## src/sv/dmrh_pkg.sv

```systemverilog
// ----------------------------------------------------------------------------
// dmrh_pkg
// Shared types, constants and modular helpers for the double modulus
// rolling hash: item and result formats, the command format passed from the
// front end to the back end, and the per-modulus constants.
// ----------------------------------------------------------------------------
package dmrh_pkg;

    // Lane 0 works modulo the first prime, lane 1 modulo the second.
    localparam int unsigned LANES      = 2;
    localparam int unsigned VAL_W      = 30;
    localparam int unsigned LEN_W      = 17;
    localparam int unsigned MU_W       = 31;

    localparam logic [VAL_W-1:0] PRIME_A = 30'd1000000033;
    localparam logic [VAL_W-1:0] PRIME_B = 30'd1000000007;

    // Barrett factors floor(2^60 / prime).
    localparam logic [MU_W-1:0] MU_A = MU_W'((64'd1 << 60) / 64'd1000000033);
    localparam logic [MU_W-1:0] MU_B = MU_W'((64'd1 << 60) / 64'd1000000007);

    // Modular inverses of the base: 31 * INV = 1 modulo each prime.
    localparam logic [VAL_W-1:0] INV_A = 30'd387096787;
    localparam logic [VAL_W-1:0] INV_B = 30'd129032259;

    localparam logic [VAL_W-1:0] HASH_BASE = 30'd31;
    localparam logic [7:0]       SYM_OFFSET = 8'd96;

    // Largest window length accepted before adds are refused.
    localparam logic [LEN_W-1:0] MAX_LEN = 17'd65536;

    localparam logic [LANES-1:0][VAL_W-1:0] PRIMES   = {PRIME_B, PRIME_A};
    localparam logic [LANES-1:0][MU_W-1:0]  MUS      = {MU_B, MU_A};
    localparam logic [LANES-1:0][VAL_W-1:0] INVERSES = {INV_B, INV_A};

    // Depth of the command queue between front and back end.
    localparam int unsigned CMD_DEPTH = 2;

    // Operation codes carried in the kind field of an input item.
    localparam logic [2:0] KIND_ADD_BACK  = 3'd0;
    localparam logic [2:0] KIND_ADD_FRONT = 3'd1;
    localparam logic [2:0] KIND_REM_BACK  = 3'd2;
    localparam logic [2:0] KIND_REM_FRONT = 3'd3;
    localparam logic [2:0] KIND_CLEAR     = 3'd4;

    typedef struct packed {
        logic [2:0] kind;
        logic [7:0] symbol;
    } in_item_t;

    typedef struct packed {
        logic [VAL_W-1:0] hash_first;
        logic [VAL_W-1:0] hash_second;
        logic [LEN_W-1:0] length;
        logic             refused;
    } out_item_t;

    // Command for the back end after classification.
    typedef enum logic [2:0] {
        CMD_ADD_BACK,
        CMD_ADD_FRONT,
        CMD_REM_BACK,
        CMD_REM_FRONT,
        CMD_CLEAR,
        CMD_HOLD
    } cmd_op_t;

    typedef struct packed {
        cmd_op_t                     op;
        logic [LANES-1:0][VAL_W-1:0] value;
        logic [LEN_W-1:0]            length;
        logic                        refused;
    } cmd_t;

    // Symbol byte minus the offset, reduced modulo p.
    function automatic logic [VAL_W-1:0] sym_value(input logic [7:0] sym,
                                                   input logic [VAL_W-1:0] p);
        logic [VAL_W-1:0] s;
        s = {22'd0, sym};
        if (sym >= SYM_OFFSET)
            return s - {22'd0, SYM_OFFSET};
        else
            return s + (p - {22'd0, SYM_OFFSET});
    endfunction

    // (x + y) mod p for x, y below p.
    function automatic logic [VAL_W-1:0] add_mod(input logic [VAL_W-1:0] x,
                                                 input logic [VAL_W-1:0] y,
                                                 input logic [VAL_W-1:0] p);
        logic [VAL_W:0] s;
        s = {1'b0, x} + {1'b0, y};
        if (s >= {1'b0, p})
            s = s - {1'b0, p};
        return s[VAL_W-1:0];
    endfunction

    // (x - y) mod p for x, y below p.
    function automatic logic [VAL_W-1:0] sub_mod(input logic [VAL_W-1:0] x,
                                                 input logic [VAL_W-1:0] y,
                                                 input logic [VAL_W-1:0] p);
        if (x >= y)
            return x - y;
        else
            return x + (p - y);
    endfunction

endpackage

```

## src/sv/dmrh_cmd_queue.sv

```systemverilog
// ----------------------------------------------------------------------------
// dmrh_cmd_queue
// Short first-in first-out queue of commands between the front end and the
// back end, so that either side can stall on its own.
// ----------------------------------------------------------------------------
module dmrh_cmd_queue
    import dmrh_pkg::*;
(
    input  logic clk,
    input  logic rst_n,
    input  logic push,
    input  cmd_t data_in,
    output logic full,
    input  logic pop,
    output cmd_t data_out,
    output logic empty
);

    localparam int unsigned PTR_W = (CMD_DEPTH > 1) ? $clog2(CMD_DEPTH) : 1;
    localparam int unsigned CNT_W = $clog2(CMD_DEPTH + 1);

    cmd_t             entry_reg [CMD_DEPTH];
    logic [PTR_W-1:0] wr_ptr_reg;
    logic [PTR_W-1:0] wr_ptr_next;
    logic [PTR_W-1:0] rd_ptr_reg;
    logic [PTR_W-1:0] rd_ptr_next;
    logic [CNT_W-1:0] count_reg;
    logic [CNT_W-1:0] count_next;
    logic             do_push;
    logic             do_pop;

    assign full     = (count_reg == CNT_W'(CMD_DEPTH));
    assign empty    = (count_reg == '0);
    assign data_out = entry_reg[rd_ptr_reg];
    assign do_push  = push & ~full;
    assign do_pop   = pop & ~empty;

    // Pointer and fill count updates.
    always_comb
    begin
        wr_ptr_next = wr_ptr_reg;
        rd_ptr_next = rd_ptr_reg;
        if (do_push)
            wr_ptr_next = (wr_ptr_reg == PTR_W'(CMD_DEPTH - 1)) ? '0 : wr_ptr_reg + 1'b1;
        if (do_pop)
            rd_ptr_next = (rd_ptr_reg == PTR_W'(CMD_DEPTH - 1)) ? '0 : rd_ptr_reg + 1'b1;
        count_next = count_reg;
        if (do_push && !do_pop)
            count_next = count_reg + 1'b1;
        else if (do_pop && !do_push)
            count_next = count_reg - 1'b1;
    end

    always_ff @(posedge clk or negedge rst_n)
    begin
        if (!rst_n)
        begin
            wr_ptr_reg <= '0;
            rd_ptr_reg <= '0;
            count_reg  <= '0;
        end
        else
        begin
            wr_ptr_reg <= wr_ptr_next;
            rd_ptr_reg <= rd_ptr_next;
            count_reg  <= count_next;
        end
    end

    // Queue storage; payload only, no reset needed.
    always_ff @(posedge clk)
    begin
        if (do_push)
            entry_reg[wr_ptr_reg] <= data_in;
    end

endmodule

```

## config.mk

```make
export PLATFORM = sky130hd
export DESIGN_NAME = dmrh_cmd_queue
export DESIGN_NICKNAME = d
export VERILOG_FILES = /design/src/sv/dmrh_pkg.sv /design/src/sv/dmrh_cmd_queue.sv
export SDC_FILE = /design/constraint.sdc
export NUM_CORES = 1
export LEC_CHECK = 0
export BUFFER_PORTS_ARGS = -buffer_cell sky130_fd_sc_hd__buf_2
export CAP_MARGIN = 20
export CORE_ASPECT_RATIO = 1.25
export CORE_MARGIN = 2
export CORE_UTILIZATION = 45
export DETAILED_ROUTE_END_ITERATION = 10
export HOLD_SLACK_MARGIN = 0.03
export PLACE_DENSITY = 0.74
export SLEW_MARGIN = 20
export SYNTH_ARGS = -nofsm -noshare
export SYNTH_HDL_FRONTEND = slang
export SYNTH_SLANG_ARGS = --single-unit
```

## constraint.sdc

```tcl
create_clock -name clk -period 4.75 [get_ports clk]
set_input_delay 0.95 -clock clk [delete_from_list [all_inputs] [get_ports clk]]
set_output_delay 0.95 -clock clk [all_outputs]
set_load 0.005 [all_outputs]
```

==> Word-level counts from Yosys, hierarchy flattened <==
Memories as Yosys holds them, arrays and structs flattened.
Index checks and enable logic that the tools add are counted.
{ "op_classes": {"add_sub_neg": 4, "multipliers": 0, "div": 0, "order_cmp": 0, "n_eq_ne": 1, "shift": 0, "muxes": 6, "bitwise": 4, "n_reduce_logical": 6} }
{ "ops": {"columns": ["op", "n"], "rows": [
  ["1-bit two-way mux", 4],
  ["2-bit two-way mux", 2],
  ["1-bit adder (second input constant)", 2],
  ["2-bit by 1-bit adder with 2-bit output (second input constant)", 1],
  ["1-bit bitwise AND", 2],
  ["2-bit equality test (second input constant)", 1],
  ["1-bit logical AND", 2],
  ["1-bit zero test", 2],
  ["2-bit zero test", 1],
  ["1-bit NOT", 2],
  ["2-bit nonzero test", 1],
  ["2-bit by 1-bit subtractor with 2-bit output (second input constant)", 1]
]} }
{ "word_totals": {"reg_bits": 4, "latchBits": 0, "mem_bits_rw": 162, "romBits": 0, "in_bits": 85, "n_memories": 1} }
{ "mem_list": {"columns": ["name", "depth", "word_bits", "read_ports", "rd_clocked_by_memory_dff", "wr", "line_no", "source"], "rows": [
  ["entry_reg", 2, 81, 1, 0, 1, "dmrh_cmd_queue.sv:22", "cmd_t entry_reg [CMD_DEPTH];"]
]} }

==> Depth between registers and ports, before layout <==
Gate-level depths: netlist (run 1).
{ "depth": {"ltp_word": 7, "ltp_mapped": 7, "depth_no_buf": 7} }

==> Worst setup path after synthesis (run 1) <==
OpenSTA, ideal clock, no wires.
{ "synth_timing": {"kind": "input-to-reg", "startpoint": "input push", "endpoint": "memory entry_reg[0][0] (netlist name), enable pin", "setup_time_ps": 521, "arrival_time_ps": 4417, "t_required_ps": 4229, "setup_slack_ps": -188, "stages": 2, "path_buffers": 0, "cell_sequence": "nand2_1 -> nor2_1"} }
{ "synth_between": {"elab_chain_len": 3} }
{ "synth_lines": {"columns": ["element", "line_no", "source"], "rows": [
  ["start, declared", "dmrh_cmd_queue.sv:11", "input logic push,"],
  ["1-bit bitwise AND", "dmrh_cmd_queue.sv:35", "assign do_push = push & ~full;"],
  ["1-bit two-way mux", "dmrh_cmd_queue.sv:73", "if (do_push)"],
  ["1-bit two-way mux (implied by the code)", "dmrh_cmd_queue.sv:74", "entry_reg[wr_ptr_reg] <= data_in;"],
  ["end, declared", "dmrh_cmd_queue.sv:22", null]
]} }
Every way passes these cells.

==> results_dict.tcl, run 1 <==
set metrics [dict create \
    max-slew-margin-rel_pct 39.4 \
    crit_path_arrival_time_ps 2340 \
    grt_antenna_before_repair 4 \
    timing.final.crit_share_pct 69.2 \
    finalClockSkew_ps 6.49 \
    r2r-start "count_reg[0]" \
    cts.sinks 166 \
    finalWeightedCongestion 0.695 \
    finalWorstPathRequiredPeriod_ps 3290 \
    mostFrequentLayoutCells "buf_2 (167), edfxtp_1 (162), mux2_4 (79), clkbuf_16 (17), clkinv_2 (4)" \
    p_per_area_nw_per_um2 607 \
    postCtsResizedCells 0 \
    postSynthNetCount 357 \
    num_cts_buffers 17 \
    maxSlewViolCount 0 \
    ios 168 \
    clkTransAtPathRegs_ps 60 \
    yosys.area.top_type_share_pct 75.5 \
    die_x_um 111 \
    cp_top_family "flip-flops" \
    critical_path.startpoint_type "flop" \
    clk_root_buffer_cell "clkbuf_16" \
    route.top_layer_used "met5" \
    first_iter_violations 93 \
    critical_path_required_ps 3800 \
    tightestPinTransition_ps 907 \
    core_um2 13900 \
    largest_register_ff_count 162 \
    fraction_of_layout_cells_with_a_size_suffix_above_1_pct 60.9 \
    wire_length_of_the_first_global_routing_pass_um 16200 \
    setup_total_negative_slack_ps 0 \
    fmax_mhz 304 \
    synth_area_per_cell_um2 23.8 \
    grt_pass1_vias 3224 \
    grt_use_total_pct 14.4 \
    worstSetupEndpointType "output pin" \
    finalCoreUtilization_pct 57.3 \
    power_leakage_nw 3.21 \
    gr_ovfl_total 0 \
    setup-violations-final 0 \
    post-dp-hpwl_um 7250 \
    clock_insertion_delay_worst_skew_ps 410 \
    synth.largest_area_cell "edfxtp_1" \
    yosysWarnings 0 \
    critPathSlowestCell "dfrtp_4" \
    grt_setup_unrepaired "no" \
    initial_utilization_pct 46.4 \
    seq_area_frac_synth_pct 77.1 \
    synthesized_instance_count 271 \
    wl_per_cell_um 17.2 \
    drc_errors 0 \
    wl_met2_um 5750 \
    die_h_um 138 \
    ys_ff_latch 166 \
    post-cts-setup-buffers 0 \
    mappedNetlistArea_um2 6440 \
    wl_met3_um 769 \
    finish.net_count 538 \
    status "complete, no violations" \
    ys_types 15 \
    drt.antenna.violating_nets 0 \
    htree_num_levels 4 \
    layout.cells.most_common "buf_2" \
    timing_worst_setup_path_type "flop to output pin" \
    routedLengthMet1_um 4340 \
    cts-root-to-sink-buffers 2 \
    timing.critical_path.slowest_cell_delay_ps 950 \
    grt_max_degree 82 \
    crit_path_max_fanout 43 \
    timing.final.hold_violations 0 \
    critical_path_buf_inv_count 2 \
    wl_um 11100 \
    clock_tree_from_tritoncts "built" \
    timing.critical_path.cells "buf_4 -> mux2_4 -> buf_2" \
    cts.hold.buffers_added 0 \
    leading_cell_types_by_total_area_after_synthesis "edfxtp_1 (76%), mux2_4 (18%), buf_12 (2.5%)" \
    fp.dieArea_um2 15300 \
    critical_path.startpoint "rd_ptr_reg" \
    num_rows 48 \
    vias_per_cell 4.78 \
    totalPowerFinal_mw 4.82 \
    hold_class "input pin to asynchronous set/reset pin" \
    max_cap_viol_count 0 \
    area_delta_synth_final_pct 23.3 \
    drtPass1Iterations 4 \
    portBuffers 167 \
    vdd.ir_drop.worst_v 0.000369 \
    num_vias 3067 \
]
[worst paths after layout]
check                              endpoint  cells after the start  slack [ps]
max reg2reg                entry_reg[0][49]                      4        2510
min reg2reg                    count_reg[1]                      1         520
max                            data_out[41]                      3        1460
min in group clk               count_reg[1]                      1         520
max in group asynchronous        rd_ptr_reg                      1        4280
min                              rd_ptr_reg                      1         330
[layout make-up]
class / instances / area, um2
antenna: 2 / 5.00
tap: 175 / 219
fill: 1078 / 5930
clock buffer: 19 / 433
timing repair buffer: 171 / 891
inverter: 2 / 7.51
multi-input combinational: 94 / 1310
clock inverter: 13 / 109
sequential: 166 / 4970
[kinds of logic (layout without fill, tap and decap cells)]
group,Yosys count,count (layout),synth area share [%]
flops,166,166,77.1
mux,81,81,18.8
buf+inv,11,205,2.78
simple gates,6,6,0.427
xor+xnor,5,5,0.680
fa+ha+maj,1,1,0.194
compound gates,1,1,0.0776
other cells,0,2,0
[report_power, final]
group / internal [mW] / switching (mW) / total (mW)
combinational: 0.805 / 0.572 / 1.38
sequential: 2.01 / 0.191 / 2.20
clock: 0.717 / 0.526 / 1.24
[synthesized netlist by cell type, drive strengths merged]
| cell type | count |
|---|---|
| dfrtp | 4 |
| nand2b | 1 |
| ha | 1 |
| o21ai | 1 |
| edfxtp | 162 |
| and3 | 1 |
| nor2 | 3 |
| xor2 | 2 |
| inv | 2 |
| mux2 | 81 |
| xnor2 | 3 |
| buf | 9 |
| nand2 | 1 |
[routing by layer]
metal	GRT usage, %	vias to the layer above
met5	0	-
met3	6.07	17
met4	6.86	4
li1	-	1437
met2	24.4	108
met1	15.8	1501
[metrics by stage]
step	area [um2]	cells	worst slack, ps	hold slack (ps)
after floorplan	6440	271	1170	479
after global placement	7380	607	1900	504
after detailed placement	7380	607	1860	502
after CTS	7920	639	1400	309
after global routing	7940	640	1340	309
final	7940	642	1460	334
Power figures use the tool's default switching activity.
==> inputs of run 2 (changes only) <==
ABC_AREA = 1   (was not set)
PLACE_DENSITY = 0.75   (was 0.74)
clock period = 2.76 ns   (was 4.75 ns; I/O delays follow)
==> run 2 against run 1 <==
  * Via count is 24% higher
  * Sequential share of layout area is 1.6 points higher
  * Largest power group unchanged
  * Cell count increased by 27%
  * Clock power up 77%
  * Register-to-register slack got worse by 1600 ps
  * Sequential cell count did not move
  * Count of clock-buffer cells in the layout fell by 2
  * Non-clock buffer count up 4
  * Hold slack got worse by 13 ps
  * Highest routed layer is now met4
  * Synthesized cell count increased by 68%
  * Critical path depth up 1
  * Sequential power is 63% higher
==> results_dict.tcl, run 2 <==
set metrics [dict create \
    clock_power_share_pct 27.2 \
    num_vias 3813 \
    hold_class "input pin to flop" \
    die_h_um 135 \
    p_sw_share_pct 31.8 \
    synth_common_cells "nand2_1 (252), edfxtp_1 (162), buf_2 (8), buf_6 (8), inv_1 (7)" \
    grt_use_total_pct 16.8 \
    gr_ovfl_total 0 \
    maxSlewViolCount 0 \
    postSynthNetCount 540 \
    crit_path_max_fanout 82 \
    leading_cell_types_by_total_area_after_synthesis "edfxtp_1 (79%), nand2_1 (15%), dfrtp_1 (1.6%)" \
    setup-violations-final 0 \
    clock_tree_from_tritoncts "built" \
    timing_worst_setup_path_type "flop to output pin" \
    seq_area_frac_synth_pct 80.7 \
    grt_antenna_before_repair 3 \
    synth_top_flop_cell "edfxtp_1" \
    critPathSlowestCell "buf_4" \
    finalWorstPathRequiredPeriod_ps 2440 \
    max_cap_viol_count 0 \
    ys_types 16 \
    grt_pass1_vias 3666 \
    num_cts_buffers 17 \
    final_instance_area_um2 7730 \
    finalWeightedCongestion 0.750 \
    finalCoreUtilization_pct 58.2 \
    timing.critical_path.slowest_cell_delay_ps 670 \
    comb_power_share_pct 28.7 \
    mostFrequentLayoutCells "nand2_1 (252), buf_2 (167), edfxtp_1 (162), clkbuf_16 (17), inv_1 (6)" \
    fp.dieArea_um2 14600 \
    fraction_of_layout_cells_with_a_size_suffix_above_1_pct 32.6 \
    critical_path_buf_inv_count 2 \
    finalClockSkew_ps 14.6 \
    timing.final.hold_violations 0 \
    post-dp-hpwl_um 7700 \
    cts.sinks 166 \
    synth.largest_area_cell "edfxtp_1" \
    area_occupied_by_multi_input_gates_um2 1020 \
    pwr-share-seq_pct 44.1 \
    num_rows 47 \
    area_delta_synth_final_pct 25.8 \
    drtPass1Iterations 4 \
    register_area_um2 4970 \
    grt_max_degree 83 \
    htree_num_levels 4 \
    ios 168 \
    layout.cells.most_common "nand2_1" \
    vias_per_cell 4.66 \
    wl_um 11900 \
    setup_total_negative_slack_ps 0 \
    max-slew-margin-rel_pct 43.0 \
    post-cts-setup-buffers 0 \
    drt.antenna.violating_nets 0 \
    core_um2 13300 \
    finish.net_count 717 \
    postCtsResizedCells 0 \
    synthesized_instance_count 454 \
    fill_cells 1101 \
    synthArstFlopShare_pct 2.41 \
    wire_length_of_the_first_global_routing_pass_um 18200 \
    power.net_switching_mw 2.57 \
    fmax_mhz 410 \
    critical_path.startpoint_type "flop" \
    critical_path_required_ps 2210 \
    die_x_um 109 \
    timing.critical_path.mode_cell "nand2_1" \
    timing.final.crit_share_pct 88.4 \
    crit_path_arrival_time_ps 1890 \
    yosys.area.top_type_share_pct 79.1 \
    yosysWarnings 0 \
    ys_ff_latch 166 \
    cell_internal_pwr_mw 5.53 \
    placed_area_um2 7160 \
    worstSetupEndpointType "output pin" \
    cts.hold.buffers_added 1 \
    wl_per_cell_um 14.6 \
    timing.critical_path.cells "buf_4 -> nand2_1 -> nand2_1 -> buf_2" \
    tightestPinTransition_ps 856 \
    grt_setup_unrepaired "no" \
    clock_insertion_delay_worst_skew_ps 420 \
    clkTransAtPathRegs_ps 70 \
    mappedNetlistArea_um2 6150 \
    p_per_area_nw_per_um2 1050 \
    synth_area_per_cell_um2 13.5 \
    cts-root-to-sink-buffers 2 \
    largest_register_ff_count 162 \
    synth_edf_count 162 \
    status "complete, no violations" \
    initial_utilization_pct 46.3 \
    cp_top_family "buffers and inverters" \
    vdd.ir_drop.worst_v 0.000683 \
    first_iter_violations 268 \
    portBuffers 167 \
    drc_errors 0 \
    synth_most_common_cell "nand2_1" \
    clk_root_buffer_cell "clkbuf_16" \
    power_leakage_nw 3.34 \
]
==> run 2: cell types whose count changed after synthesis, moves of 2 or more <==
cell     before  now
buf_12        8    0
mux2_4       79    0
buf_6         1    8
buf_2         0    8
nand2_1       1  252
xor2_1        2    0
mux2_2        2    0
nor2_2        0    2
xnor2_1       3    1
inv_1         2    7
==> run 2: final timing paths <==
check	startpoint	to	slack, ps	cells after the start
max in group asynchronous	rst_n	rd_ptr_reg	2160	2
hold reg to reg	wr_ptr_reg	wr_ptr_reg	500	2
min in group asynchronous	rst_n	count_reg[0]	470	2
setup / recovery	rd_ptr_reg	data_out[72]	320	4
setup reg to reg	count_reg[0]	entry_reg[0][35]	900	5
hold / removal	data_in[41]	entry_reg[1][41]	320	1
==> run 2: metal layers <==
metal	global-route usage [%]	wire length, um	share of wire, %
met5	0	0	0
met4	7.41	235	2.0
met3	5.55	884	7.4
met2	28.2	6040	51
met1	19.7	4790	40
==> run 2: worst register-to-register path, stage by stage (launching register included) <==
cell        delay [ps]
dfrtp_1            450
nor2_2             170
nor2_2              60
nand2_1            110
clkinvlp_4         420
buf_12             360
==> run 2: layout make-up <==
| cell class | instances | area share (%) |
|---|---|---|
| antenna | 3 | 0.0971 |
| inverter | 8 | 0.437 |
| sequential | 166 | 64.2 |
| multi-input combinational | 263 | 13.2 |
| timing repair buffer | 175 | 12.1 |
| clock buffer | 17 | 5.50 |
| clock inverter | 15 | 1.67 |
| tap | 171 | 2.77 |
==> run 2: power groups by stage <==
stage          clock network [mW]  logic [mW]  registers, mW
6_report                     2.20        2.33           3.58
3_5_place_dp                    0        2.37           3.63
4_1_cts                      2.25        2.38           3.58
3_3_place_gp                    0        2.33           3.60
2_1_floorplan                   0        1.39           3.61
5_1_grt                      2.37        2.63           3.62
==> run 2: cell families (layout without fill, tap and decap cells) <==
logic type,count (synthesis),after routing,synth area share [%]
AND/OR/NAND/NOR,259,259,16.0
adder cells (fa/ha/maj),1,1,0.203
flip-flops,166,166,80.7
XOR/XNOR,1,1,0.142
AO/OA/AOI/OAI,2,2,0.163
other,0,3,0
buffers and inverters,25,215,2.73
==> run 2: stage by stage <==
step	cells	setup WS [ps]	hold WS, ps	power (mW)
5_1_grt	815	181	295	8.62
6_report	818	320	321	8.11
3_3_place_gp	782	819	359	5.93
2_1_floorplan	454	419	256	5.00
3_5_place_dp	782	781	364	6.00
4_1_cts	815	276	301	8.22
