File: src/sv/dmrh_pkg.sv
// ----------------------------------------------------------------------------
// dmrh_pkg
// Shared types, constants and modular helpers for the double modulus
// rolling hash: item and result formats, the command format passed from the
// front end to the back end, and the per-modulus constants.
// ----------------------------------------------------------------------------
package dmrh_pkg;

    // Lane 0 works modulo the first prime, lane 1 modulo the second.
    localparam int unsigned LANES      = 2;
    localparam int unsigned VAL_W      = 30;
    localparam int unsigned LEN_W      = 17;
    localparam int unsigned MU_W       = 31;

    localparam logic [VAL_W-1:0] PRIME_A = 30'd1000000033;
    localparam logic [VAL_W-1:0] PRIME_B = 30'd1000000007;

    // Barrett factors floor(2^60 / prime).
    localparam logic [MU_W-1:0] MU_A = MU_W'((64'd1 << 60) / 64'd1000000033);
    localparam logic [MU_W-1:0] MU_B = MU_W'((64'd1 << 60) / 64'd1000000007);

    // Modular inverses of the base: 31 * INV = 1 modulo each prime.
    localparam logic [VAL_W-1:0] INV_A = 30'd387096787;
    localparam logic [VAL_W-1:0] INV_B = 30'd129032259;

    localparam logic [VAL_W-1:0] HASH_BASE = 30'd31;
    localparam logic [7:0]       SYM_OFFSET = 8'd96;

    // Largest window length accepted before adds are refused.
    localparam logic [LEN_W-1:0] MAX_LEN = 17'd65536;

    localparam logic [LANES-1:0][VAL_W-1:0] PRIMES   = {PRIME_B, PRIME_A};
    localparam logic [LANES-1:0][MU_W-1:0]  MUS      = {MU_B, MU_A};
    localparam logic [LANES-1:0][VAL_W-1:0] INVERSES = {INV_B, INV_A};

    // Depth of the command queue between front and back end.
    localparam int unsigned CMD_DEPTH = 2;

    // Operation codes carried in the kind field of an input item.
    localparam logic [2:0] KIND_ADD_BACK  = 3'd0;
    localparam logic [2:0] KIND_ADD_FRONT = 3'd1;
    localparam logic [2:0] KIND_REM_BACK  = 3'd2;
    localparam logic [2:0] KIND_REM_FRONT = 3'd3;
    localparam logic [2:0] KIND_CLEAR     = 3'd4;

    typedef struct packed {
        logic [2:0] kind;
        logic [7:0] symbol;
    } in_item_t;

    typedef struct packed {
        logic [VAL_W-1:0] hash_first;
        logic [VAL_W-1:0] hash_second;
        logic [LEN_W-1:0] length;
        logic             refused;
    } out_item_t;

    // Command for the back end after classification.
    typedef enum logic [2:0] {
        CMD_ADD_BACK,
        CMD_ADD_FRONT,
        CMD_REM_BACK,
        CMD_REM_FRONT,
        CMD_CLEAR,
        CMD_HOLD
    } cmd_op_t;

    typedef struct packed {
        cmd_op_t                     op;
        logic [LANES-1:0][VAL_W-1:0] value;
        logic [LEN_W-1:0]            length;
        logic                        refused;
    } cmd_t;

    // Symbol byte minus the offset, reduced modulo p.
    function automatic logic [VAL_W-1:0] sym_value(input logic [7:0] sym,
                                                   input logic [VAL_W-1:0] p);
        logic [VAL_W-1:0] s;
        s = {22'd0, sym};
        if (sym >= SYM_OFFSET)
            return s - {22'd0, SYM_OFFSET};
        else
            return s + (p - {22'd0, SYM_OFFSET});
    endfunction

    // (x + y) mod p for x, y below p.
    function automatic logic [VAL_W-1:0] add_mod(input logic [VAL_W-1:0] x,
                                                 input logic [VAL_W-1:0] y,
                                                 input logic [VAL_W-1:0] p);
        logic [VAL_W:0] s;
        s = {1'b0, x} + {1'b0, y};
        if (s >= {1'b0, p})
            s = s - {1'b0, p};
        return s[VAL_W-1:0];
    endfunction

    // (x - y) mod p for x, y below p.
    function automatic logic [VAL_W-1:0] sub_mod(input logic [VAL_W-1:0] x,
                                                 input logic [VAL_W-1:0] y,
                                                 input logic [VAL_W-1:0] p);
        if (x >= y)
            return x - y;
        else
            return x + (p - y);
    endfunction

endpackage

File: src/sv/dmrh_front.sv
// ----------------------------------------------------------------------------
// dmrh_front
// Front end: accepts items, keeps a shadow of the window length, decides
// refusals and converts the symbol into its value modulo each prime.
// ----------------------------------------------------------------------------
module dmrh_front
    import dmrh_pkg::*;
(
    input  logic     clk,
    input  logic     rst_n,
    input  logic     push,
    output logic     full,
    input  in_item_t item,
    output logic     q_push,
    output cmd_t     q_data,
    input  logic     q_full
);

    logic [LEN_W-1:0] length_reg;
    logic [LEN_W-1:0] length_next;

    // The front stalls only when the command queue is full.
    assign full   = q_full;
    assign q_push = push & ~q_full;

    // Classify the item and work out the window length after it.
    always_comb
    begin
        q_data.refused = 1'b0;
        q_data.length  = length_reg;
        q_data.op      = CMD_HOLD;
        for (int l = 0; l < LANES; l++)
        begin
            q_data.value[l] = sym_value(item.symbol, PRIMES[l]);
        end
        case (item.kind)
            KIND_ADD_BACK, KIND_ADD_FRONT:
            begin
                if (length_reg >= MAX_LEN)
                begin
                    q_data.refused = 1'b1;
                end
                else
                begin
                    q_data.op     = (item.kind == KIND_ADD_BACK) ? CMD_ADD_BACK
                                                                 : CMD_ADD_FRONT;
                    q_data.length = length_reg + 1'b1;
                end
            end
            KIND_REM_BACK, KIND_REM_FRONT:
            begin
                if (length_reg == '0)
                begin
                    q_data.refused = 1'b1;
                end
                else
                begin
                    q_data.op     = (item.kind == KIND_REM_BACK) ? CMD_REM_BACK
                                                                 : CMD_REM_FRONT;
                    q_data.length = length_reg - 1'b1;
                end
            end
            KIND_CLEAR:
            begin
                q_data.op     = CMD_CLEAR;
                q_data.length = '0;
            end
            default:
            begin
                q_data.op = CMD_HOLD;
            end
        endcase
        length_next = q_push ? q_data.length : length_reg;
    end

    // Length shadow register.
    always_ff @(posedge clk or negedge rst_n)
    begin
        if (!rst_n)
            length_reg <= '0;
        else
            length_reg <= length_next;
    end

endmodule

File: config.mk
export PLATFORM = sky130hd
export DESIGN_NAME = dmrh_front
export DESIGN_NICKNAME = d
export VERILOG_FILES = /design/src/sv/dmrh_pkg.sv /design/src/sv/dmrh_front.sv
export SDC_FILE = /design/constraint.sdc
export NUM_CORES = 1
export LEC_CHECK = 0
export ABC_CLOCK_PERIOD_IN_PS = 7000
export BUFFER_PORTS_ARGS = -buffer_cell sky130_fd_sc_hd__buf_2
export CORE_MARGIN = 4
export CORE_UTILIZATION = 35
export DETAILED_ROUTE_END_ITERATION = 10
export PLACE_DENSITY_LB_ADDON = 0.08
export SETUP_SLACK_MARGIN = 0.2
export SLEW_MARGIN = 40
export SYNTH_ARGS = -nofsm -noshare
export SYNTH_HDL_FRONTEND = slang
export SYNTH_SLANG_ARGS = --single-unit
File: constraint.sdc
create_clock -name clk -period 7 [get_ports clk]
set_input_delay 1.4 -clock clk [delete_from_list [all_inputs] [get_ports clk]]
set_output_delay 1.4 -clock clk [all_outputs]
set_load 0.01 [all_outputs]
Yosys cells after proc, flatten, opt, wreduce, memory -nomap -nowiden
Cells that the tools add are included.
{"block": "totals", "register_bits": 17, "word_cells": 31, "out_inout_bits": 83}
{"block": "classes", "order_cmp": 2, "n_eq_ne": 4, "add_sub_neg": 5, "reduce_logical": 4, "mux": 13, "bitwise_logic": 2}
{"op": "30-bit 2-to-1 mux", "n": 2}
{"op": "9-bit by 28-bit adder with 29-bit output, second input constant", "n": 2}
{"op": "17-bit case mux with 3 select lines", "n": 1}
{"op": "17-bit 2-to-1 mux", "n": 2}
{"op": "17-bit by 1-bit adder with 17-bit output, second input constant", "n": 1}
{"op": "17-bit >= comparator, second input constant", "n": 1}
{"op": "17-bit zero test", "n": 1}
{"op": "17-bit by 1-bit subtractor with 17-bit output, second input constant", "n": 1}
{"op": "3-bit case mux with 3 select lines", "n": 1}
{"op": "8-bit by 7-bit subtractor with 9-bit output, second input constant", "n": 1}
{"op": "8-bit by 7-bit >= comparator with 1-bit output, second input constant", "n": 1}
{"op": "3-bit by 2-bit == test with 1-bit output, second input constant", "n": 2}
{"op": "3-bit 2-to-1 mux", "n": 2}
{"op": "1-bit 2-to-1 mux", "n": 4}
{"op": "2-bit OR reduction", "n": 2}
{"op": "3-bit by 1-bit == test with 1-bit output, second input constant", "n": 1}
{"op": "3-bit == test, second input constant", "n": 1}
{"op": "3-bit zero test", "n": 1}
{"op": "1-bit case mux with 2 select lines", "n": 1}
{"op": "1-bit AND", "n": 1}
{"op": "1-bit NOT", "n": 1}

Logic depth before layout (Yosys ltp)
Gate-level depths: netlist (run 1).
{"block": "depth", "depth_word": 4, "depth_mapped": 9}

Worst setup path before layout (run 1)
Ideal clock, no wire load.
{"block": "synth_timing", "path_kind": "in2out", "start": "input port item[7] in the netlist's numbering", "end": "output port q_data[27] in the netlist's numbering", "path_stages": 3, "path_buffers": 1, "required_time_ns": 5.600, "setup_slack_ns": 2.093, "t_arrival_ns": 3.507, "cell_sequence": "clkbuf_1 > o21ai_0 > a21boi_0"}
{"item": "from (decl)", "line": "dmrh_front.sv:13", "rtl": "input in_item_t item,"}
{"item": "to (decl)", "line": "dmrh_front.sv:15", "rtl": "output cmd_t q_data,"}

==> flow_metrics.env, run 1 <==
export IMPL_outcome="completed"
export IMPL_drc_errors=0
export IMPL_ff2ff_path_depth=8
export IMPL_wirelength_mm=9.045
export IMPL_clockPowerShare_pct=18.0
export IMPL_synth_edff_count=0
export IMPL_cts_resized=0
export IMPL_p_comb_share_pct=50.7
export IMPL_worst_setup_path_type="register to output pin"
export IMPL_initial_utilization_pct=35.86
export IMPL_wl_per_cell_um=17.26
export IMPL_die_w_um=96.75
export IMPL_synthAdderAreaFrac_pct=3.631
export IMPL_regToRegEndpoint="length_reg[2]"
export IMPL_yosysWarningCount=0
export IMPL_holdPathEnd="length_reg[0]"
export IMPL_ys_seq_area_share_pct=15.43
export IMPL_cap_violations=0
export IMPL_grt_antenna_before_repair=0
export IMPL_holdWs_ns=0.6589
export IMPL_drt_pass1_iter_count=5
export IMPL_setup_tns_final_ns=0
export IMPL_fmax_mhz=206.1
export IMPL_cts_clk_slew_worst_paths_ns=0.08
export IMPL_final_common_cell="buf_2"
export IMPL_die_area_um2=9360
export IMPL_gp_congestion=0.8896
export IMPL_worst_ep_required_time_ns=5.60
export IMPL_synth_top_family_by_area="simple AND/OR/NAND/NOR gates"
export IMPL_io_pins=98
export IMPL_finalNetCount=446
export IMPL_drive_above_1_share_pct=28.91
export IMPL_io_buffers=97
export IMPL_wl_met2_mm=4.127
export IMPL_period_needed_ns=4.853
export IMPL_via_count=2996
export IMPL_synth_seq_cells=17
export IMPL_powerDensity_nw_per_um2=152.8
export IMPL_arrival_ns=3.45
export IMPL_hpwlAfterDp_mm=6.751
export IMPL_start_kind="register"
export IMPL_antennaDiodeCount=0
export IMPL_swShare_pct=46.86
export IMPL_relSlewSlack_pct=43.42
export IMPL_drt_vias_per_instance=5.718
export IMPL_dp_cells=520
export IMPL_crit_slowest_cell="nor4b_1"
export IMPL_cts_htree_levels=1
export IMPL_r2r_start="length_reg[0]"
export IMPL_dpl_cell_area_um2=2933
export IMPL_fp_row_count=32
export IMPL_slowest_delay_ns=0.63
export IMPL_worstHoldStart="length_reg[0]"
export IMPL_ir_drop_v=0.0001290
export IMPL_syn_inst=393
export IMPL_syn_area_per_cell_um2=7.014
export IMPL_syn_area_um2=2756
export IMPL_cts_tree="done"
export IMPL_grt_pass1_wl_mm=14.80
export IMPL_drt_initial_drc_count=280
export IMPL_final_area_um2=2985
export IMPL_seqPwrFrac_pct=31.3
export IMPL_worstMarginPinSlew_ns=0.8455
export IMPL_cts_made_buffers=3
export IMPL_setup_viol=0
export IMPL_insertion_delay_ns=0.26
export IMPL_postCtsSetupBuffers=0
export IMPL_fin_cells=524
export IMPL_synth_compound_area_share_pct=24.51
export IMPL_wl_met1_mm=4.271
export IMPL_clkSinkCount=17
export IMPL_n_fill_cell=862
export IMPL_ant_nets=0
export IMPL_largest_register_ff_count=17
export IMPL_fin_worst_skew_ns=0.003304
export IMPL_crit_chain="inv_1 > ha_1 > nor4b_1 > nand4_1 > nand2_1 > inv_2 > a211oi_1 > nor2_1 > buf_2"
export IMPL_hold_viol_final=0
export IMPL_p_int_mw=0.2424
export IMPL_r2r_slack_ns=3.83
export IMPL_grt_overflow_total=0
export IMPL_synth_mux_area_share_pct=1.089
export IMPL_grt_pass1_vias=2794
export IMPL_clockBufferDepth=2
export IMPL_cp_max_fo=10
export IMPL_synthXorXnorAreaFrac_pct=4.766
export IMPL_syn_to_final_growth_pct=8.307
export IMPL_synth_top_flop_cell="dfrtp_1"
export IMPL_top_layer="met4"
export IMPL_core_area_um2=7687
export IMPL_syn_num_nets=416
export IMPL_rsz0062_at_grt="no"
export IMPL_p_switching_mw=0.2137
export IMPL_async_reset_ff_share_pct=100.0
export IMPL_final_cell_mix="buf_2, nand2_1, nor2_1, o21ai_0, a21oi_1"
export IMPL_holdBufCountCts=0
export IMPL_fin_crit_sh_pct=69.32
export IMPL_synth_cell_types=65
export IMPL_slew_viol_final=0
export IMPL_hp_class="register to register"
export IMPL_hold_depth=1
export IMPL_p_leak_nw=1.265
export IMPL_met3_length_um=513
export IMPL_grt_max_degree=26
export IMPL_die_y_um=96.75
export IMPL_root_buffer="clkbuf_8"
export IMPL_yosys_area_share_simple_pct=31.96
export IMPL_critical_path_endpoint_type="output pin"
export IMPL_track_usage_pct=18.73
-- power groups by stage --
stage                     clock (mW)  combinational (mW)  sequential (mW)
final                         0.0823               0.231            0.143
after global routing          0.0889               0.257            0.147
after CTS                     0.0866               0.231            0.141
after detailed placement           0               0.230            0.143
after global placement             0               0.231            0.144
after floorplan                    0               0.196            0.120
-- cell type report --
| class | instances | area [um2] | share of cell area [%] |
|---|---|---|---|
| clock buffer | 3 | 41.29 | 1.383 |
| clock inverter | 1 | 5.005 | 0.1676 |
| inverter | 16 | 60.06 | 2.012 |
| multi-input combinational | 287 | 1833 | 61.40 |
| sequential | 17 | 425.4 | 14.25 |
| tap | 102 | 127.6 | 4.275 |
| timing repair buffer | 98 | 493.0 | 16.51 |
-- cell families (layout without fill, tap and decap cells) --
kind of cell | Yosys count | after routing
simple gates | 160 | 160
compound gates | 101 | 101
buf+inv | 89 | 118
flops | 17 | 17
xor+xnor | 15 | 15
fa+ha+maj | 8 | 8
mux | 3 | 3
-- cells in the mapped netlist, drive strengths merged (10+ instances only) --
cell type / n / area, um2
a21oi: 19 / 95.09
a31oi: 12 / 75.07
buf: 52 / 374.1
clkbuf: 21 / 78.83
dfrtp: 17 / 425.4
inv: 16 / 60.05
nand2: 34 / 127.6
nand3: 15 / 75.07
nor2: 29 / 108.9
nor3: 20 / 116.4
nor4: 10 / 75.07
o21ai: 22 / 110.1
xnor2: 15 / 131.4
-- per-stage QoR --
step / utilization [%] / setup WS (ns) / power, mW
2_1_floorplan: - / 2.093 / 0.3162
3_3_place_gp: 38.04 / 2.244 / 0.3748
3_5_place_dp: 38.15 / 2.263 / 0.3727
4_1_cts: 38.75 / 2.231 / 0.4586
5_1_grt: 38.83 / 1.829 / 0.4922
6_report: 38.83 / 2.147 / 0.4560
-- metal layers --
layer,vias to the layer above,GRT usage (%)
met4,0,3.996
li1,1453,-
met2,104,28.93
met3,12,2.523
met1,1427,27.69
met5,-,0
-- worst max path at each step --
stage	depth (start not counted)	to	startpoint	slack (ns)
3_5_place_dp	9	q_data[21]	item[5]	2.26
2_1_floorplan	3	q_data[27]	item[7]	2.09
5_1_grt	9	q_data[3]	length_reg[1]	1.83
4_1_cts	9	q_data[3]	length_reg[0]	2.23
3_3_place_gp	9	q_data[21]	item[5]	2.24
6_report	9	q_data[3]	length_reg[0]	2.15
-- worst max-delay path, delay by kind of cell, from the launching register on --
family	cells	cell delay, ns
AOI/OAI and AO/OA	1	0.41
adders and majority gates	1	0.22
and+or+nand+nor	4	1.68
buffers and inverters	3	0.39
DFF	1	0.48
Note: power is estimated with default switching activity, not from simulation.
==> run 2, diff against run 1 <==
--- a/config.mk
+++ b/config.mk
@@ -5,7 +5,7 @@
 export SDC_FILE = /design/constraint.sdc
 export NUM_CORES = 1
 export LEC_CHECK = 0
-export ABC_CLOCK_PERIOD_IN_PS = 7000
+export ABC_CLOCK_PERIOD_IN_PS = 4700
 export BUFFER_PORTS_ARGS = -buffer_cell sky130_fd_sc_hd__buf_2
 export CORE_MARGIN = 4
 export CORE_UTILIZATION = 35
==> constraint.sdc (replaced) <==
create_clock -name clk -period 4.7 [get_ports clk]
set_input_delay 0.94 -clock clk [delete_from_list [all_inputs] [get_ports clk]]
set_output_delay 0.94 -clock clk [all_outputs]
set_load 0.01 [all_outputs]
==> flow_metrics.env, run 2 (synthesis results as in run 1) <==
export IMPL_fin_worst_skew_ns=0.001930
export IMPL_hold_viol_final=0
export IMPL_die_area_um2=9360
export IMPL_grtUsageMet2_pct=29.14
export IMPL_critical_path_endpoint_type="output pin"
export IMPL_cts_clk_slew_worst_paths_ns=0.08
export IMPL_ant_nets=0
export IMPL_drt_initial_drc_count=170
export IMPL_p_leak_nw=1.289
export IMPL_grt_overflow_total=0
export IMPL_setup_slack_ns=0.4715
export IMPL_drive_above_1_share_pct=29.27
export IMPL_r2r_slack_ns=1.69
export IMPL_gp_congestion=0.9026
export IMPL_p_comb_share_pct=50.9
export IMPL_grt_use_met1_pct=26.45
export IMPL_cts_tree="done"
export IMPL_dp_cells=525
export IMPL_io_buffers=97
export IMPL_period_needed_ns=4.228
export IMPL_fp_row_count=32
export IMPL_final_common_cell="buf_2"
export IMPL_cts_resized=1
export IMPL_worstMarginPinSlew_ns=0.8065
export IMPL_hp_class="input pin to asynchronous set/reset pin"
export IMPL_finalNetCount=451
export IMPL_worst_setup_path_type="register to output pin"
export IMPL_cts_made_buffers=3
export IMPL_r2r_start="length_reg[0]"
export IMPL_hpwlAfterDp_mm=6.798
export IMPL_largest_register_ff_count=17
export IMPL_io_pins=98
export IMPL_ff2ff_path_depth=8
export IMPL_cp_max_fo=10
export IMPL_syn_to_final_growth_pct=9.442
export IMPL_track_usage_pct=18.36
export IMPL_setup_viol=0
export IMPL_final_cell_mix="buf_2, nand2_1, nor2_1, o21ai_0, a21oi_1"
export IMPL_wirelength_mm=9.032
export IMPL_p_int_mw=0.3654
export IMPL_grt_pass1_wl_mm=14.39
export IMPL_swShare_pct=46.48
export IMPL_grt_max_degree=26
export IMPL_p_switching_mw=0.3174
export IMPL_arrival_ns=3.29
export IMPL_drc_errors=0
export IMPL_clkSinkCount=17
export IMPL_drt_vias_per_instance=5.662
export IMPL_grt_pass1_vias=2761
export IMPL_holdBufCountCts=0
export IMPL_fmax_mhz=236.5
export IMPL_relSlewSlack_pct=45.47
export IMPL_slew_viol_final=0
export IMPL_cts_htree_levels=1
export IMPL_setup_tns_final_ns=0
export IMPL_cap_violations=0
export IMPL_fin_crit_sh_pct=89.97
export IMPL_final_area_um2=3017
export IMPL_via_count=2995
export IMPL_seqPwrFrac_pct=31.6
export IMPL_dpl_cell_area_um2=2965
export IMPL_outcome="completed"
export IMPL_busiest_layer="met2"
export IMPL_n_fill_cell=862
export IMPL_rsz0062_at_grt="no"
export IMPL_core_area_um2=7687
export IMPL_insertion_delay_ns=0.26
export IMPL_clockPowerShare_pct=17.5
export IMPL_ir_drop_v=0.0001281
export IMPL_start_kind="register"
export IMPL_regToRegEndpoint="length_reg[2]"
export IMPL_postCtsSetupBuffers=0
export IMPL_gr_usage_met3_pct=2.523
export IMPL_antennaDiodeCount=0
export IMPL_die_y_um=96.75
export IMPL_fin_cells=529
export IMPL_grt_antenna_before_repair=0
export IMPL_root_buffer="clkbuf_8"
export IMPL_drt_pass1_iter_count=6
export IMPL_powerDensity_nw_per_um2=226.3
export IMPL_die_w_um=96.75
export IMPL_dp_slack_ns=0.4565
export IMPL_worst_ep_required_time_ns=3.76
export IMPL_initial_utilization_pct=35.86
export IMPL_wl_per_cell_um=17.07
export IMPL_clockBufferDepth=2
run 2: cell types whose count changed in the layout (fill, tap and decap cells not counted), sizes merged:
| cell | previous run | this run |
|---|---|---|
| buf | 98 | 103 |
| clkinv | 1 | 0 |
| clkbuf | 3 | 4 |
run 2: worst max-delay path by stage:
| stage | startpoint | endpoint | depth (start not counted) |
|---|---|---|---|
| after CTS | length_reg[0] | q_data[1] | 9 |
| after global placement | length_reg[0] | q_data[1] | 9 |
| after global routing | length_reg[0] | q_data[3] | 9 |
| after detailed placement | length_reg[0] | q_data[1] | 9 |
| after floorplan | item[7] | q_data[27] | 3 |
| final | length_reg[0] | q_data[1] | 9 |
run 2: worst max-delay path, cell delays in order, from the launching register on:
cell	delay, ns
dfrtp_1	0.50
inv_1	0.10
ha_1	0.27
nor4b_2	0.52
nand4_1	0.54
nand2_1	0.37
inv_2	0.15
nor2_1	0.23
mux2i_1	0.20
buf_2	0.15
run 2: stage by stage:
stage | total power, mW | hold slack, ns | util (%)
2_1_floorplan | 0.4710 | 0.5739 | -
3_3_place_gp | 0.5638 | 0.6690 | 38.53
3_5_place_dp | 0.5616 | 0.6740 | 38.57
4_1_cts | 0.6914 | 0.6251 | 39.24
5_1_grt | 0.7392 | 0.6394 | 39.24
6_report | 0.6828 | 0.6202 | 39.24
run 2: cell type report:
cell class | instances | area (um2) | area share, %
Tap cell | 102 | 127.6 | 4.231
Clock buffer | 4 | 45.04 | 1.493
Multi-Input combinational cell | 287 | 1828 | 60.60
Timing Repair Buffer | 103 | 530.5 | 17.59
Inverter | 16 | 60.06 | 1.991
Sequential cell | 17 | 425.4 | 14.10
run 2: layer usage:
layer	part of all wire [%]	vias up
li1	-	1467
met1	47	1417
met2	47	101
met3	5.2	10
met4	0.74	0
met5	0	-
run 2: power by group through the flow:
stage / combinational (mW) / clock, mW / sequential (mW)
final: 0.347 / 0.119 / 0.216
after global routing: 0.383 / 0.135 / 0.221
after CTS: 0.349 / 0.128 / 0.214
after detailed placement: 0.346 / 0 / 0.216
after global placement: 0.348 / 0 / 0.216
after floorplan: 0.292 / 0 / 0.179
